## src/rrob_pkg.sv

```systemverilog
`timescale 1ns / 1ps
// ---------------------------------------------------------------------------
// rrob_pkg
// shared types and constants for the register rename reorder buffer
// ---------------------------------------------------------------------------
package rrob_pkg;

    localparam int ROB_DEPTH  = 64;
    localparam int ARCH_REGS  = 67;
    localparam int TAG_W      = $clog2(ROB_DEPTH);
    localparam int REG_W      = 7;
    localparam int CNT_W      = $clog2(ROB_DEPTH + 1);
    localparam int MAX_RES    = 8;
    localparam int Q_DEPTH    = 2;

    localparam logic [1:0] OP_RENAME   = 2'd0;
    localparam logic [1:0] OP_COMPLETE = 2'd1;
    localparam logic [1:0] OP_RETIRE   = 2'd2;

    localparam logic [1:0] ST_DONE    = 2'd0;
    localparam logic [1:0] ST_FULL    = 2'd1;
    localparam logic [1:0] ST_NOTHING = 2'd2;

    typedef struct packed {
        logic [1:0] op;
        logic       has_dest;
        logic [6:0] dest_reg;
        logic       has_src1;
        logic [6:0] src1_reg;
        logic       has_src2;
        logic [6:0] src2_reg;
        logic [5:0] done_tag;
    } rrob_in_t;

    typedef struct packed {
        logic [1:0] status;
        logic [5:0] rob_tag;
        logic       src1_in_rob;
        logic [5:0] src1_tag;
        logic       src1_ready;
        logic       src2_in_rob;
        logic [5:0] src2_tag;
        logic       src2_ready;
        logic       retired_has_dest;
        logic [6:0] retired_dest;
        logic       last;
    } rrob_out_t;

    // classified command passed from front to back
    typedef struct packed {
        logic [1:0] op;
        logic       dest_ok;
        logic [6:0] dest_reg;
        logic       src1_ok;
        logic [6:0] src1_reg;
        logic       src2_ok;
        logic [6:0] src2_reg;
        logic [5:0] done_tag;
        logic [3:0] limit;
    } rrob_cmd_t;

endpackage

```

## src/register_rename_reorder_buffer.sv

```systemverilog
`timescale 1ns / 1ps
// ---------------------------------------------------------------------------
// register_rename_reorder_buffer
// rename map table with a circular reorder buffer
// ---------------------------------------------------------------------------
// channel   ports                    payload
// input     s_valid / s_ready        rrob_in_t s_data
// result    m_valid / m_ready        rrob_out_t m_data
// config    cfg_we / cfg_wdata       retire width
//
// from input beat to result beat: rename passes the idle, lookup and rename
// states, complete and unused opcode idle and complete, nothing to retire idle
// and check, retire idle, check and map to its first beat and check and map for
// each further beat, up to the retire width; map and entry reads are registered
// after reset the back end clears the valid bit of every map entry in turn while
// the two entry command queue takes beats; reset is synchronous
// a stalled result beat holds the back end; the queue then fills and drops s_ready
module register_rename_reorder_buffer import rrob_pkg::*; (
    input  logic      aclk,
    input  logic      aresetn,
    input  logic      cfg_we,
    input  logic [3:0] cfg_wdata,
    input  logic      s_valid,
    output logic      s_ready,
    input  rrob_in_t  s_data,
    output logic      m_valid,
    input  logic      m_ready,
    output rrob_out_t m_data
);
    logic      q_valid, q_ready;
    rrob_cmd_t q_cmd;

    rrob_front u_front (
        .aclk, .aresetn, .cfg_we, .cfg_wdata, .s_valid, .s_ready, .s_data,
        .q_valid, .q_ready, .q_cmd
    );

    rrob_back u_back (
        .aclk, .aresetn, .q_valid, .q_ready, .q_cmd, .m_valid, .m_ready, .m_data
    );
endmodule

```

## src/rrob_front.sv

```systemverilog
`timescale 1ns / 1ps
// ---------------------------------------------------------------------------
// rrob_front
// accepts input beats, range checks register numbers, queues commands
// ---------------------------------------------------------------------------
module rrob_front import rrob_pkg::*; (
    input  logic      aclk,
    input  logic      aresetn,
    input  logic      cfg_we,
    input  logic [3:0] cfg_wdata,
    input  logic      s_valid,
    output logic      s_ready,
    input  rrob_in_t  s_data,
    output logic      q_valid,
    input  logic      q_ready,
    output rrob_cmd_t q_cmd
);
    logic [3:0] width_reg;
    rrob_cmd_t  q_mem_reg [Q_DEPTH];
    logic       wp_reg, rp_reg;
    logic [1:0] cnt_reg;
    rrob_cmd_t  cmd;
    logic       push, pop;

    // retire width register, clamped on use
    always_ff @(posedge aclk) begin
        if (!aresetn) begin
            width_reg <= 4'd1;
        end else if (cfg_we) begin
            width_reg <= cfg_wdata;
        end
    end

    // classify the beat
    always_comb begin
        cmd.op       = s_data.op;
        cmd.dest_ok  = s_data.has_dest && (s_data.dest_reg < REG_W'(ARCH_REGS));
        cmd.dest_reg = s_data.dest_reg;
        cmd.src1_ok  = s_data.has_src1 && (s_data.src1_reg < REG_W'(ARCH_REGS));
        cmd.src1_reg = s_data.src1_reg;
        cmd.src2_ok  = s_data.has_src2 && (s_data.src2_reg < REG_W'(ARCH_REGS));
        cmd.src2_reg = s_data.src2_reg;
        cmd.done_tag = s_data.done_tag;
        if (width_reg == 4'd0) begin
            cmd.limit = 4'd1;
        end else if (width_reg > 4'(MAX_RES)) begin
            cmd.limit = 4'(MAX_RES);
        end else begin
            cmd.limit = width_reg;
        end
    end

    assign s_ready = (cnt_reg != 2'(Q_DEPTH));
    assign push    = s_valid && s_ready;
    assign q_valid = (cnt_reg != 2'd0);
    assign pop     = q_valid && q_ready;
    assign q_cmd   = q_mem_reg[rp_reg];

    // command queue
    always_ff @(posedge aclk) begin
        if (push) begin
            q_mem_reg[wp_reg] <= cmd;
        end
        if (!aresetn) begin
            wp_reg  <= 1'b0;
            rp_reg  <= 1'b0;
            cnt_reg <= 2'd0;
        end else begin
            if (push) wp_reg <= ~wp_reg;
            if (pop)  rp_reg <= ~rp_reg;
            cnt_reg <= cnt_reg + 2'(push) - 2'(pop);
        end
    end
endmodule

```

## src/rrob_back.sv

```systemverilog
`timescale 1ns / 1ps
// ---------------------------------------------------------------------------
// rrob_back
// rename map, reorder buffer and retire sequencer with output register
// ---------------------------------------------------------------------------
module rrob_back import rrob_pkg::*; (
    input  logic      aclk,
    input  logic      aresetn,
    input  logic      q_valid,
    output logic      q_ready,
    input  rrob_cmd_t q_cmd,
    output logic      m_valid,
    input  logic      m_ready,
    output rrob_out_t m_data
);
    typedef enum logic [6:0] {
        B_INIT = 7'b0000001,
        B_IDLE = 7'b0000010,
        B_LOOK = 7'b0000100,
        B_REN  = 7'b0001000,
        B_CPL  = 7'b0010000,
        B_RCHK = 7'b0100000,
        B_RMAP = 7'b1000000
    } bstate_t;

    typedef struct packed {
        logic             valid;
        logic [TAG_W-1:0] tag;
    } map_ent_t;

    typedef struct packed {
        logic             has_dest;
        logic [REG_W-1:0] dest;
    } ent_info_t;

    // storage
    map_ent_t         map_mem [ARCH_REGS];
    ent_info_t        info_mem [ROB_DEPTH];
    logic             rdy_mem [ROB_DEPTH];

    // control registers
    bstate_t          state_reg, state_next;
    rrob_cmd_t        cmd_reg;
    logic [TAG_W-1:0] head_reg, head_next;
    logic [TAG_W-1:0] tail_reg, tail_next;
    logic [CNT_W-1:0] occ_reg, occ_next;
    logic [3:0]       n_reg, n_next;
    logic [REG_W-1:0] clr_reg, clr_next;
    logic             out_valid_reg, out_valid_next;
    rrob_out_t        out_reg, out_next;

    // registered read data
    map_ent_t         map_a_reg, map_b_reg;
    logic             rdy_a_reg, rdy_b_reg;
    ent_info_t        info_reg;

    // memory port controls
    logic             out_free, emit;
    logic             map_re, map_we, rdy_re, rdy_we, info_re, info_we;
    logic [REG_W-1:0] map_ra, map_rb, map_wa;
    map_ent_t         map_wd;
    logic [TAG_W-1:0] rdy_ra, rdy_rb, rdy_wa, info_ra;
    logic             rdy_wd;
    ent_info_t        info_wd;
    logic [TAG_W-1:0] hnext, hnext2;
    logic             rob_full, ret_last;

    function automatic logic [TAG_W-1:0] next_tag(input logic [TAG_W-1:0] p);
        return (p == TAG_W'(ROB_DEPTH - 1)) ? '0 : p + 1'b1;
    endfunction

    assign out_free = !out_valid_reg || m_ready;
    assign m_valid  = out_valid_reg;
    assign m_data   = out_reg;
    assign q_ready  = (state_reg == B_IDLE);
    assign hnext    = next_tag(head_reg);
    assign hnext2   = next_tag(hnext);
    assign rob_full = (occ_reg == CNT_W'(ROB_DEPTH));
    // this retire beat ends the request when the count is used up or the next
    // entry is absent or not ready
    assign ret_last = (n_reg + 4'd1 >= cmd_reg.limit) || (occ_reg == CNT_W'(1))
                      || !rdy_b_reg;

    // sequencer
    always_comb begin
        state_next = state_reg;
        head_next  = head_reg;
        tail_next  = tail_reg;
        occ_next   = occ_reg;
        n_next     = n_reg;
        clr_next   = clr_reg;
        out_next   = out_reg;
        emit       = 1'b0;
        map_re     = 1'b0;
        map_ra     = '0;
        map_rb     = '0;
        map_we     = 1'b0;
        map_wa     = '0;
        map_wd     = '0;
        rdy_re     = 1'b0;
        rdy_ra     = head_reg;
        rdy_rb     = hnext;
        rdy_we     = 1'b0;
        rdy_wa     = '0;
        rdy_wd     = 1'b0;
        info_re    = 1'b0;
        info_ra    = head_reg;
        info_we    = 1'b0;
        info_wd    = '0;
        unique case (state_reg)
            B_INIT: begin
                // clear map valid bits one entry per cycle
                map_we   = 1'b1;
                map_wa   = clr_reg;
                clr_next = clr_reg + 1'b1;
                if (clr_reg == REG_W'(ARCH_REGS - 1)) begin
                    state_next = B_IDLE;
                end
            end
            B_IDLE: begin
                if (q_valid) begin
                    n_next  = '0;
                    map_re  = 1'b1;
                    map_ra  = q_cmd.src1_ok ? q_cmd.src1_reg : '0;
                    map_rb  = q_cmd.src2_ok ? q_cmd.src2_reg : '0;
                    rdy_re  = 1'b1;
                    info_re = 1'b1;
                    unique case (q_cmd.op)
                        OP_RENAME: state_next = B_LOOK;
                        OP_RETIRE: state_next = B_RCHK;
                        default:   state_next = B_CPL;
                    endcase
                end
            end
            B_LOOK: begin
                // producer ready bits
                rdy_re     = 1'b1;
                rdy_ra     = map_a_reg.tag;
                rdy_rb     = map_b_reg.tag;
                state_next = B_REN;
            end
            B_REN: begin
                if (out_free) begin
                    emit          = 1'b1;
                    out_next      = '0;
                    out_next.last = 1'b1;
                    if (rob_full) begin
                        out_next.status = ST_FULL;
                    end else begin
                        out_next.status     = ST_DONE;
                        out_next.rob_tag    = tail_reg;
                        out_next.src1_ready = 1'b1;
                        out_next.src2_ready = 1'b1;
                        if (cmd_reg.src1_ok && map_a_reg.valid) begin
                            out_next.src1_in_rob = 1'b1;
                            out_next.src1_tag    = map_a_reg.tag;
                            out_next.src1_ready  = rdy_a_reg;
                        end
                        if (cmd_reg.src2_ok && map_b_reg.valid) begin
                            out_next.src2_in_rob = 1'b1;
                            out_next.src2_tag    = map_b_reg.tag;
                            out_next.src2_ready  = rdy_b_reg;
                        end
                        info_we          = 1'b1;
                        info_wd.has_dest = cmd_reg.dest_ok;
                        info_wd.dest     = cmd_reg.dest_ok ? cmd_reg.dest_reg : '0;
                        rdy_we           = 1'b1;
                        rdy_wa           = tail_reg;
                        rdy_wd           = 1'b0;
                        if (cmd_reg.dest_ok) begin
                            map_we       = 1'b1;
                            map_wa       = cmd_reg.dest_reg;
                            map_wd.valid = 1'b1;
                            map_wd.tag   = tail_reg;
                        end
                        tail_next = next_tag(tail_reg);
                        occ_next  = occ_reg + 1'b1;
                    end
                    state_next = B_IDLE;
                end
            end
            B_CPL: begin
                if (out_free) begin
                    emit          = 1'b1;
                    out_next      = '0;
                    out_next.last = 1'b1;
                    if (cmd_reg.op == OP_COMPLETE) begin
                        out_next.rob_tag = cmd_reg.done_tag;
                        rdy_we           = 1'b1;
                        rdy_wa           = cmd_reg.done_tag;
                        rdy_wd           = 1'b1;
                    end
                    state_next = B_IDLE;
                end
            end
            B_RCHK: begin
                if (occ_reg == '0 || !rdy_a_reg) begin
                    if (out_free) begin
                        emit            = 1'b1;
                        out_next        = '0;
                        out_next.status = ST_NOTHING;
                        out_next.last   = 1'b1;
                        state_next      = B_IDLE;
                    end
                end else begin
                    // map entry of the retiring destination
                    map_re     = 1'b1;
                    map_ra     = info_reg.dest;
                    state_next = B_RMAP;
                end
            end
            B_RMAP: begin
                if (out_free) begin
                    emit                      = 1'b1;
                    out_next                  = '0;
                    out_next.status           = ST_DONE;
                    out_next.rob_tag          = head_reg;
                    out_next.retired_has_dest = info_reg.has_dest;
                    out_next.retired_dest     = info_reg.dest;
                    out_next.last             = ret_last;
                    if (info_reg.has_dest && map_a_reg.valid && map_a_reg.tag == head_reg) begin
                        map_we = 1'b1;
                        map_wa = info_reg.dest;
                    end
                    head_next = hnext;
                    occ_next  = occ_reg - 1'b1;
                    n_next    = n_reg + 4'd1;
                    if (ret_last) begin
                        state_next = B_IDLE;
                    end else begin
                        rdy_re     = 1'b1;
                        rdy_ra     = hnext;
                        rdy_rb     = hnext2;
                        info_re    = 1'b1;
                        info_ra    = hnext;
                        state_next = B_RCHK;
                    end
                end
            end
            default: state_next = B_IDLE;
        endcase
        if (emit) begin
            out_valid_next = 1'b1;
        end else if (m_ready) begin
            out_valid_next = 1'b0;
        end else begin
            out_valid_next = out_valid_reg;
        end
    end

    // map table
    always_ff @(posedge aclk) begin
        if (map_we) begin
            map_mem[map_wa] <= map_wd;
        end
        if (map_re) begin
            map_a_reg <= map_mem[map_ra];
            map_b_reg <= map_mem[map_rb];
        end
    end

    // entry ready bits
    always_ff @(posedge aclk) begin
        if (rdy_we) begin
            rdy_mem[rdy_wa] <= rdy_wd;
        end
        if (rdy_re) begin
            rdy_a_reg <= rdy_mem[rdy_ra];
            rdy_b_reg <= rdy_mem[rdy_rb];
        end
    end

    // entry destinations
    always_ff @(posedge aclk) begin
        if (info_we) begin
            info_mem[tail_reg] <= info_wd;
        end
        if (info_re) begin
            info_reg <= info_mem[info_ra];
        end
    end

    // control state
    always_ff @(posedge aclk) begin
        if (!aresetn) begin
            state_reg     <= B_INIT;
            head_reg      <= '0;
            tail_reg      <= '0;
            occ_reg       <= '0;
            n_reg         <= '0;
            clr_reg       <= '0;
            out_valid_reg <= 1'b0;
        end else begin
            state_reg     <= state_next;
            head_reg      <= head_next;
            tail_reg      <= tail_next;
            occ_reg       <= occ_next;
            n_reg         <= n_next;
            clr_reg       <= clr_next;
            out_valid_reg <= out_valid_next;
        end
    end

    // command and result beat
    always_ff @(posedge aclk) begin
        if (state_reg == B_IDLE && q_valid) begin
            cmd_reg <= q_cmd;
        end
        out_reg <= out_next;
    end
endmodule

```

## config.mk

```make
export PLATFORM = sky130hd
export DESIGN_NAME = register_rename_reorder_buffer
export DESIGN_NICKNAME = d
export VERILOG_FILES = /design/src/rrob_pkg.sv /design/src/register_rename_reorder_buffer.sv /design/src/rrob_front.sv /design/src/rrob_back.sv
export SDC_FILE = /design/constraint.sdc
export NUM_CORES = 2
export LEC_CHECK = 0
export ABC_CLOCK_PERIOD_IN_PS = 6300
export BUFFER_PORTS_ARGS = -buffer_cell sky130_fd_sc_hd__buf_2
export CAP_MARGIN = 5
export CORE_MARGIN = 10
export CORE_UTILIZATION = 45
export DETAILED_ROUTE_END_ITERATION = 10
export PLACE_DENSITY = 0.57
export SKIP_LAST_GASP = 1
export SLEW_MARGIN = 5
export SYNTH_ARGS = -nofsm -noshare
export SYNTH_HDL_FRONTEND = slang
export SYNTH_HIERARCHICAL = 1
export SYNTH_SLANG_ARGS = --single-unit
export TNS_END_PERCENT = 100
```

## constraint.sdc

```tcl
create_clock -name aclk -period 6.3 [get_ports aclk]
set_input_delay 0.315 -clock aclk [delete_from_list [all_inputs] [get_ports aclk]]
set_output_delay 0.315 -clock aclk [all_outputs]
set_load 0.1 [all_outputs]
```

# After elaboration in Yosys (flattened, before gate mapping)
# Memories as Yosys holds them, arrays and structs flattened. A register that Yosys moved wholly into a read port is not among the register bits.
# Index checks and enable logic that the tools add are counted.
[totals]
ff_bits = 101
ram_bits = 1117
input_bits = 41
n_memories = 4
[memory_table]
columns = ["memory", "depth", "width", "read_ports", "rd_clocked_by_memory_dff", "wr", "line_no", "source"]
rows = [
  ["u_back.info_mem", 64, 8, 1, 1, 1, "rrob_back.sv:38", "ent_info_t info_mem [ROB_DEPTH];"],
  ["u_back.map_mem", 67, 7, 2, 2, 1, "rrob_back.sv:37", "map_ent_t map_mem [ARCH_REGS];"],
  ["u_front.q_mem_reg", 2, 36, 1, 1, 1, "rrob_front.sv:19", "rrob_cmd_t q_mem_reg [Q_DEPTH];"],
  ["u_back.rdy_mem", 64, 1, 2, 2, 1, "rrob_back.sv:39", "logic rdy_mem [ROB_DEPTH];"],
]
[classes]
add_sub_neg = 9
order_cmp = 5
n_eq_ne = 25
mux = 97
n_bitwise = 3
n_reduce_logical = 32
[ops]
columns = ["operator", "n"]
rows = [
  ["33-bit two-way mux", 5],
  ["7-bit two-way mux", 23],
  ["33-bit case mux with 4 select lines", 1],
  ["6-bit two-way mux", 13],
  ["6-bit case mux with 2 select lines", 4],
  ["7-bit case mux with 6 select lines", 1],
  ["8-bit two-way mux", 5],
  ["1-bit two-way mux", 30],
  ["7-bit case mux with 2 select lines", 2],
  ["22-bit two-way mux", 1],
  ["7-bit == test, second input constant", 3],
  ["7-bit less-than comparator, second input constant", 3],
  ["7-bit case mux with 3 select lines", 1],
  ["6-bit by 1-bit adder with 6-bit output, second input constant", 3],
  ["6-bit == test, second input constant", 3],
  ["4-bit two-way mux", 4],
  ["7-bit by 1-bit adder with 7-bit output, second input constant", 2],
  ["7-bit by 1-bit == test with 1-bit output, second input constant", 2],
  ["2-bit by 1-bit != test with 1-bit output, second input constant", 7],
  ["1-bit logical AND", 9],
  ["3-bit AND reduction", 3],
  ["1-bit case mux with 2 select lines", 4],
  ["4-bit case mux with 2 select lines", 1],
  ["2-bit nonzero test", 4],
  ["28 further kinds", 37],
]

# Depth between registers and ports, before layout
[depth]
ltp_word = 7
ltp_mapped = 16
mapped_depth_nobuf = 14

# Hierarchy
# The synthesis kept the hierarchy.
[modules_own_cells]
columns = ["mod", "n_inst", "cells_per_inst", "area_each_um2"]
rows = [
  ["rrob_back", 1, 3569, 52039.9],
  ["rrob_front", 1, 172, 3106.7],
]

# Worst setup path after synthesis
# No wires, ideal clock.
[synth_timing]
kind = "register to register"
startpoint = "reg u_back.out_valid_reg, in the netlist u_back/m_valid"
endpoint = "mem u_back/map_mem[60][0] (netlist bit) (enable)"
setup_ns = 0.360
arrival_time_ns = 5.656
required_time_ns = 5.940
path_slack_ns = 0.284
path_stages_with_launch = 12
path_buffers = 2
cell_sequence = "dfxtp_1 -> nor2b_1 -> clkbuf_1 -> nor3_1 -> and2_1 -> clkbuf_1 -> nand2_1 -> inv_1 -> nor2_1 -> nor2_1 -> nand3_1 -> nor2_1"
[synth_via]
elab_chain_len = 6
word_cells_on_any_way = 10
[synth_lines]
columns = ["item", "line_no", "source"]
rows = [
  ["from (decl)", "rrob_back.sv:49", "logic out_valid_reg, out_valid_next;"],
  ["from (signal assigned)", "rrob_back.sv:300", "out_valid_reg <= out_valid_next;"],
  ["1-bit logical NOT *", "rrob_back.sv:72", "assign out_free = !out_valid_reg || m_ready;"],
  ["1-bit logical OR *", "rrob_back.sv:72", ""],
  ["1-bit two-way mux, on equally long branches", "rrob_back.sv:213, rrob_back.sv:143", ""],
  ["1-bit case mux with 3 select lines", "rrob_back.sv:110", "unique case (state_reg)"],
  ["1-bit two-way mux", "rrob_back.sv:253", "if (map_we) begin"],
  ["1-bit two-way mux (implied by the code)", "rrob_back.sv:254", "map_mem[map_wa] <= map_wd;"],
  ["to (decl)", "rrob_back.sv:37", ""],
]
# Every way passes the cells marked *; elsewhere a longest branch is shown, timed or not.

# Worst setup path after layout
[layout_timing]
startpoint = "reg u_back.n_reg[0]"
endpoint = "reg u_back/info_reg[4] (netlist name)"
[layout_via]
elab_chain_len = 7
word_cells_on_any_way = 10
[layout_lines]
columns = ["item", "line_no", "source"]
rows = [
  ["from (decl)", "rrob_back.sv:47", "logic [3:0] n_reg, n_next;"],
  ["from (signal assigned)", "rrob_back.sv:298", "n_reg <= n_next;"],
  ["4-bit by 1-bit adder with 4-bit output *", "rrob_back.sv:81", "assign ret_last = (n_reg + 4'd1 >= cmd_reg.limit) || (occ_reg == CNT_W'(1))"],
  ["4-bit >= comparator *", "rrob_back.sv:81", ""],
  ["1-bit logical OR *", "rrob_back.sv:81", ""],
  ["1-bit logical OR *", "rrob_back.sv:82", "|| !rdy_b_reg;"],
  ["1-bit two-way mux / 6-bit two-way mux (equally long branches)", "rrob_back.sv:228", "if (ret_last) begin"],
  ["1-bit two-way mux / 6-bit two-way mux (equally long branches)", "rrob_back.sv:213", "if (out_free) begin"],
  ["1-bit case mux with 2 select lines / 6-bit two-way mux (equally long branches)", "rrob_back.sv:110", ""],
]
# Marks and branches as above.
# A chain may end at the register's enable or synchronous reset.

==> impl_summary.txt <==
----------------------------------------------------
[Run status]
  Status ... finished, final reports clean

[Timing]
  Worst hold slack ... 0.0364 ns
  Final worst-path setup slack ... 1.68 ns
  Post-route minimum period ... 4.62 ns
  Max-slew headroom ... 0.192
  Final-layout setup total negative slack ... 0 ns
  Share of the clock period used by the worst path ... 0.734
  Number of setup violations in the final report ... 0
  RSZ-0062 raised after global routing ... false
  Largest clock skew in the final design ... 0.0342 ns
  Actual slew at the worst max-slew pin ... 1.21 ns
  Max-slew violations ... 0
  Peak clock frequency supported by timing ... 0.216 GHz
  Endpoints failing hold ... 0

[Place]
  Placement Cell Area ... 57,400 sq um
  Placement Setup Slack ... 1.68 ns
  Number of cells after detailed placement ... 5,299
  Final RePlAce weighted congestion ... 0.911
  Detailed placement HPWL ... 105 mm
  Port Buf Inserts ... 75

[Floorplanning]
  Number of placed I/O pins ... 76
  Die Wd ... 370 microns
  Standard-cell rows ... 128
  Initial core utilization ... 0.453
  Core Area ... 122,000 sq um
  Total Die Area ... 137,000 sq um
  Overall die height ... 370 microns

[Drt]
  Antenna-violating nets left ... 0
  Starting DRC count in detailed routing ... 3,991
  Average wire per cell in the routed design ... 29.0 microns
  Total wirelength of the detailed-routed design ... 162 mm
  Avg Vias per Cell ... 6.17
  Vias ... 34.5k
  First-pass iteration count of the detailed router ... 6
  Remaining DRCs ... 0

[Logic synthesis]
  Leading post-synthesis cells by instance count ... sky130_fd_sc_hd__edfxtp_1 (1,196), sky130_fd_sc_hd__nand2_1 (488), sky130_fd_sc_hd__nor2_1 (347)
  Largest cells by area after synthesis ... sky130_fd_sc_hd__edfxtp_1 (65%), sky130_fd_sc_hd__mux4_2 (9.9%), sky130_fd_sc_hd__nand2_1 (3.3%)
  Synth Cell Area ... 55,100 sq um
  Cell count after synthesis ... 3,741
  Area share of the leading cell type in the synthesized netlist ... 0.651
  Count of different cell masters after synthesis ... 87
  Count of flip-flops with a built-in enable after synthesis ... 1,196
  Share of async-settable or async-resettable flops after synthesis ... 0
  Share of the yosys chip area belonging to registers ... 0.668
  Cell with the most instances after synthesis ... sky130_fd_sc_hd__edfxtp_1
  Biggest area consumer among synthesized cells ... sky130_fd_sc_hd__edfxtp_1
  Post-synth top flop ... sky130_fd_sc_hd__edfxtp_1
  Post-synthesis sequential element count ... 1,243
  Net Count, Synth ... 3,797
  Yosys synthesis warning count ... 6
  Avg Inst Size Synth ... 14.7 sq um

[Layout]
  Non-Filler Cell Area, Final ... 62,100 sq um
  Layout cell share with drive strength beyond 1 ... 0.179
  Final #Nets ... 3,908
  Max reg flops ... 512
  Final Non-Filler Cells ... 5,589
  Layout-stage area growth over the synthesis result ... 12.7%
  Final core utilization ... 0.511

[Power]
  Standby leakage power ... 19.9 nW
  Power density over cell area ... 281 nW/um^2
  VDD IR-drop max ... 0.000296 V
  Total power of the final layout ... 17.5 mW

[CTS]
  Clock root buffer master ... sky130_fd_sc_hd__clkbuf_16
  TritonCTS clock tree ... done
  Count of clock tree sinks ... 1,243
  Cts bufs inserted ... 135
  Clock latency reported for the late side of the worst-skew pair ... 0.78 ns
  Count of hold buffers inserted by post-cts repair ... 41
  CTS max path bufs ... 3
  Total of cells resized after clock tree synthesis ... 0
  Clock-pin slew on the worst setup and hold paths ... 0.06 ns
  Number of levels in the clock H-tree ... 4
  Number of buffers added for setup after CTS ... 0

[Worst setup path]
  Worst reg2reg setup slack ... 1.68 ns
  Worst-path maximum fanout ... 20
  Class of the most critical setup path ... flip-flop to flip-flop
  Required @ worst endpoint ... 6.82 ns
  Number of cells on the worst reg-to-reg path ... 14
  CP Data Arrival Time ... 5.15 ns
  Kind of end point of the critical path ... flip-flop
  Startpoint type of the worst setup path ... flip-flop

[Global routing]
  GRT Overall Usage ... 0.234
  Via count of the first global-routing pass ... 33.8k
  Global route total overflow ... 0
  Pin count of the biggest net entering global routing ... 91
  Initial antenna violation count ... 9
  Global-route wire length before repair ... 237 mm

[Min path]
  Cell depth of the worst hold path ... 3
  Hold Crit Class ... primary input to flip-flop

[Job]
  Number of max-cap violations ... 0

----------------------------------------------------
==> worst max-delay path, cell delays in order (launching register included) <==
cell and delay (ns):
sky130_fd_sc_hd__dfxtp_1 0.40, sky130_fd_sc_hd__ha_1 0.22, sky130_fd_sc_hd__nor2b_1 0.06, sky130_fd_sc_hd__nand2b_1 0.14, sky130_fd_sc_hd__ha_1 0.26, sky130_fd_sc_hd__o21ai_0 0.30, sky130_fd_sc_hd__o211ai_2 0.28, sky130_fd_sc_hd__nor3_4 0.52
sky130_fd_sc_hd__nand2_1 0.30, sky130_fd_sc_hd__xnor2_4 0.40, sky130_fd_sc_hd__buf_4 0.40, sky130_fd_sc_hd__mux4_2 0.38, sky130_fd_sc_hd__mux2i_1 0.21, sky130_fd_sc_hd__a32oi_1 0.18, sky130_fd_sc_hd__and4_1 0.30
==> power breakdown <==
group | switching [mW] | leakage (nW) | internal [mW]
Sequential | 0.0471 | 10.5 | 9.04
Combinational | 0.445 | 7.34 | 0.219
Clock | 3.33 | 2.07 | 4.41
Total | 3.82 | 19.9 | 13.7
==> cells by family after synthesis <==
group	count (synthesis)	synth area share
mux	429	0.135
simple gates	1190	0.0960
fa+ha+maj	15	0.00340
xor+xnor	29	0.00474
compound gates	574	0.0715
buf+inv	261	0.0211
flops	1243	0.668
==> layout make-up <==
cell class	count	area (sq um)
fill	10229	59600
sequential	1243	36900
multi-input combinational	2237	17300
clock buffer	175	3570
tap	1625	2030
timing repair buffer	208	1610
clock inverter	72	719
inverter	27	101
antenna	2	5.00
==> placed cells by master, fill, tap and decap left out, types with 22 or more instances in the layout <==
| cell | n |
|---|---|
| sky130_fd_sc_hd__nor2_1 | 346 |
| sky130_fd_sc_hd__a21oi_1 | 118 |
| sky130_fd_sc_hd__o221ai_1 | 47 |
| sky130_fd_sc_hd__dlygate4sd3_1 | 41 |
| sky130_fd_sc_hd__buf_2 | 75 |
| sky130_fd_sc_hd__mux2_2 | 54 |
| sky130_fd_sc_hd__nand3_1 | 126 |
| sky130_fd_sc_hd__mux2i_1 | 100 |
| sky130_fd_sc_hd__clkbuf_16 | 135 |
| sky130_fd_sc_hd__clkinv_1 | 29 |
| sky130_fd_sc_hd__nand2_1 | 487 |
| sky130_fd_sc_hd__edfxtp_1 | 1196 |
| sky130_fd_sc_hd__xnor2_1 | 23 |
| sky130_fd_sc_hd__a32oi_1 | 43 |
| sky130_fd_sc_hd__buf_4 | 81 |
| sky130_fd_sc_hd__dfxtp_1 | 46 |
| sky130_fd_sc_hd__o21ai_0 | 99 |
| sky130_fd_sc_hd__clkbuf_1 | 36 |
| sky130_fd_sc_hd__nor2b_1 | 22 |
| sky130_fd_sc_hd__a31oi_1 | 44 |
| sky130_fd_sc_hd__a22oi_1 | 79 |
| sky130_fd_sc_hd__and2_1 | 51 |
| sky130_fd_sc_hd__mux2_1 | 28 |
| sky130_fd_sc_hd__mux4_2 | 243 |
==> layer usage <==
layer	track usage	routed length (microns)	vias up
li1	-	-	14880
met1	0.334	68600	17675
met2	0.354	73800	1627
met3	0.0463	13800	317
met4	0.0874	5690	8
met5	0	61	-
==> worst paths after layout <==
path                           to       startpoint
max            u_back/info_reg[4]  u_back/n_reg[0]
min          u_front/width_reg[0]          aresetn
max reg2reg    u_back/info_reg[4]  u_back/n_reg[0]
min reg2reg       u_back/n_reg[2]  u_back/n_reg[2]
No activity file was read; power rests on OpenSTA's default activity.
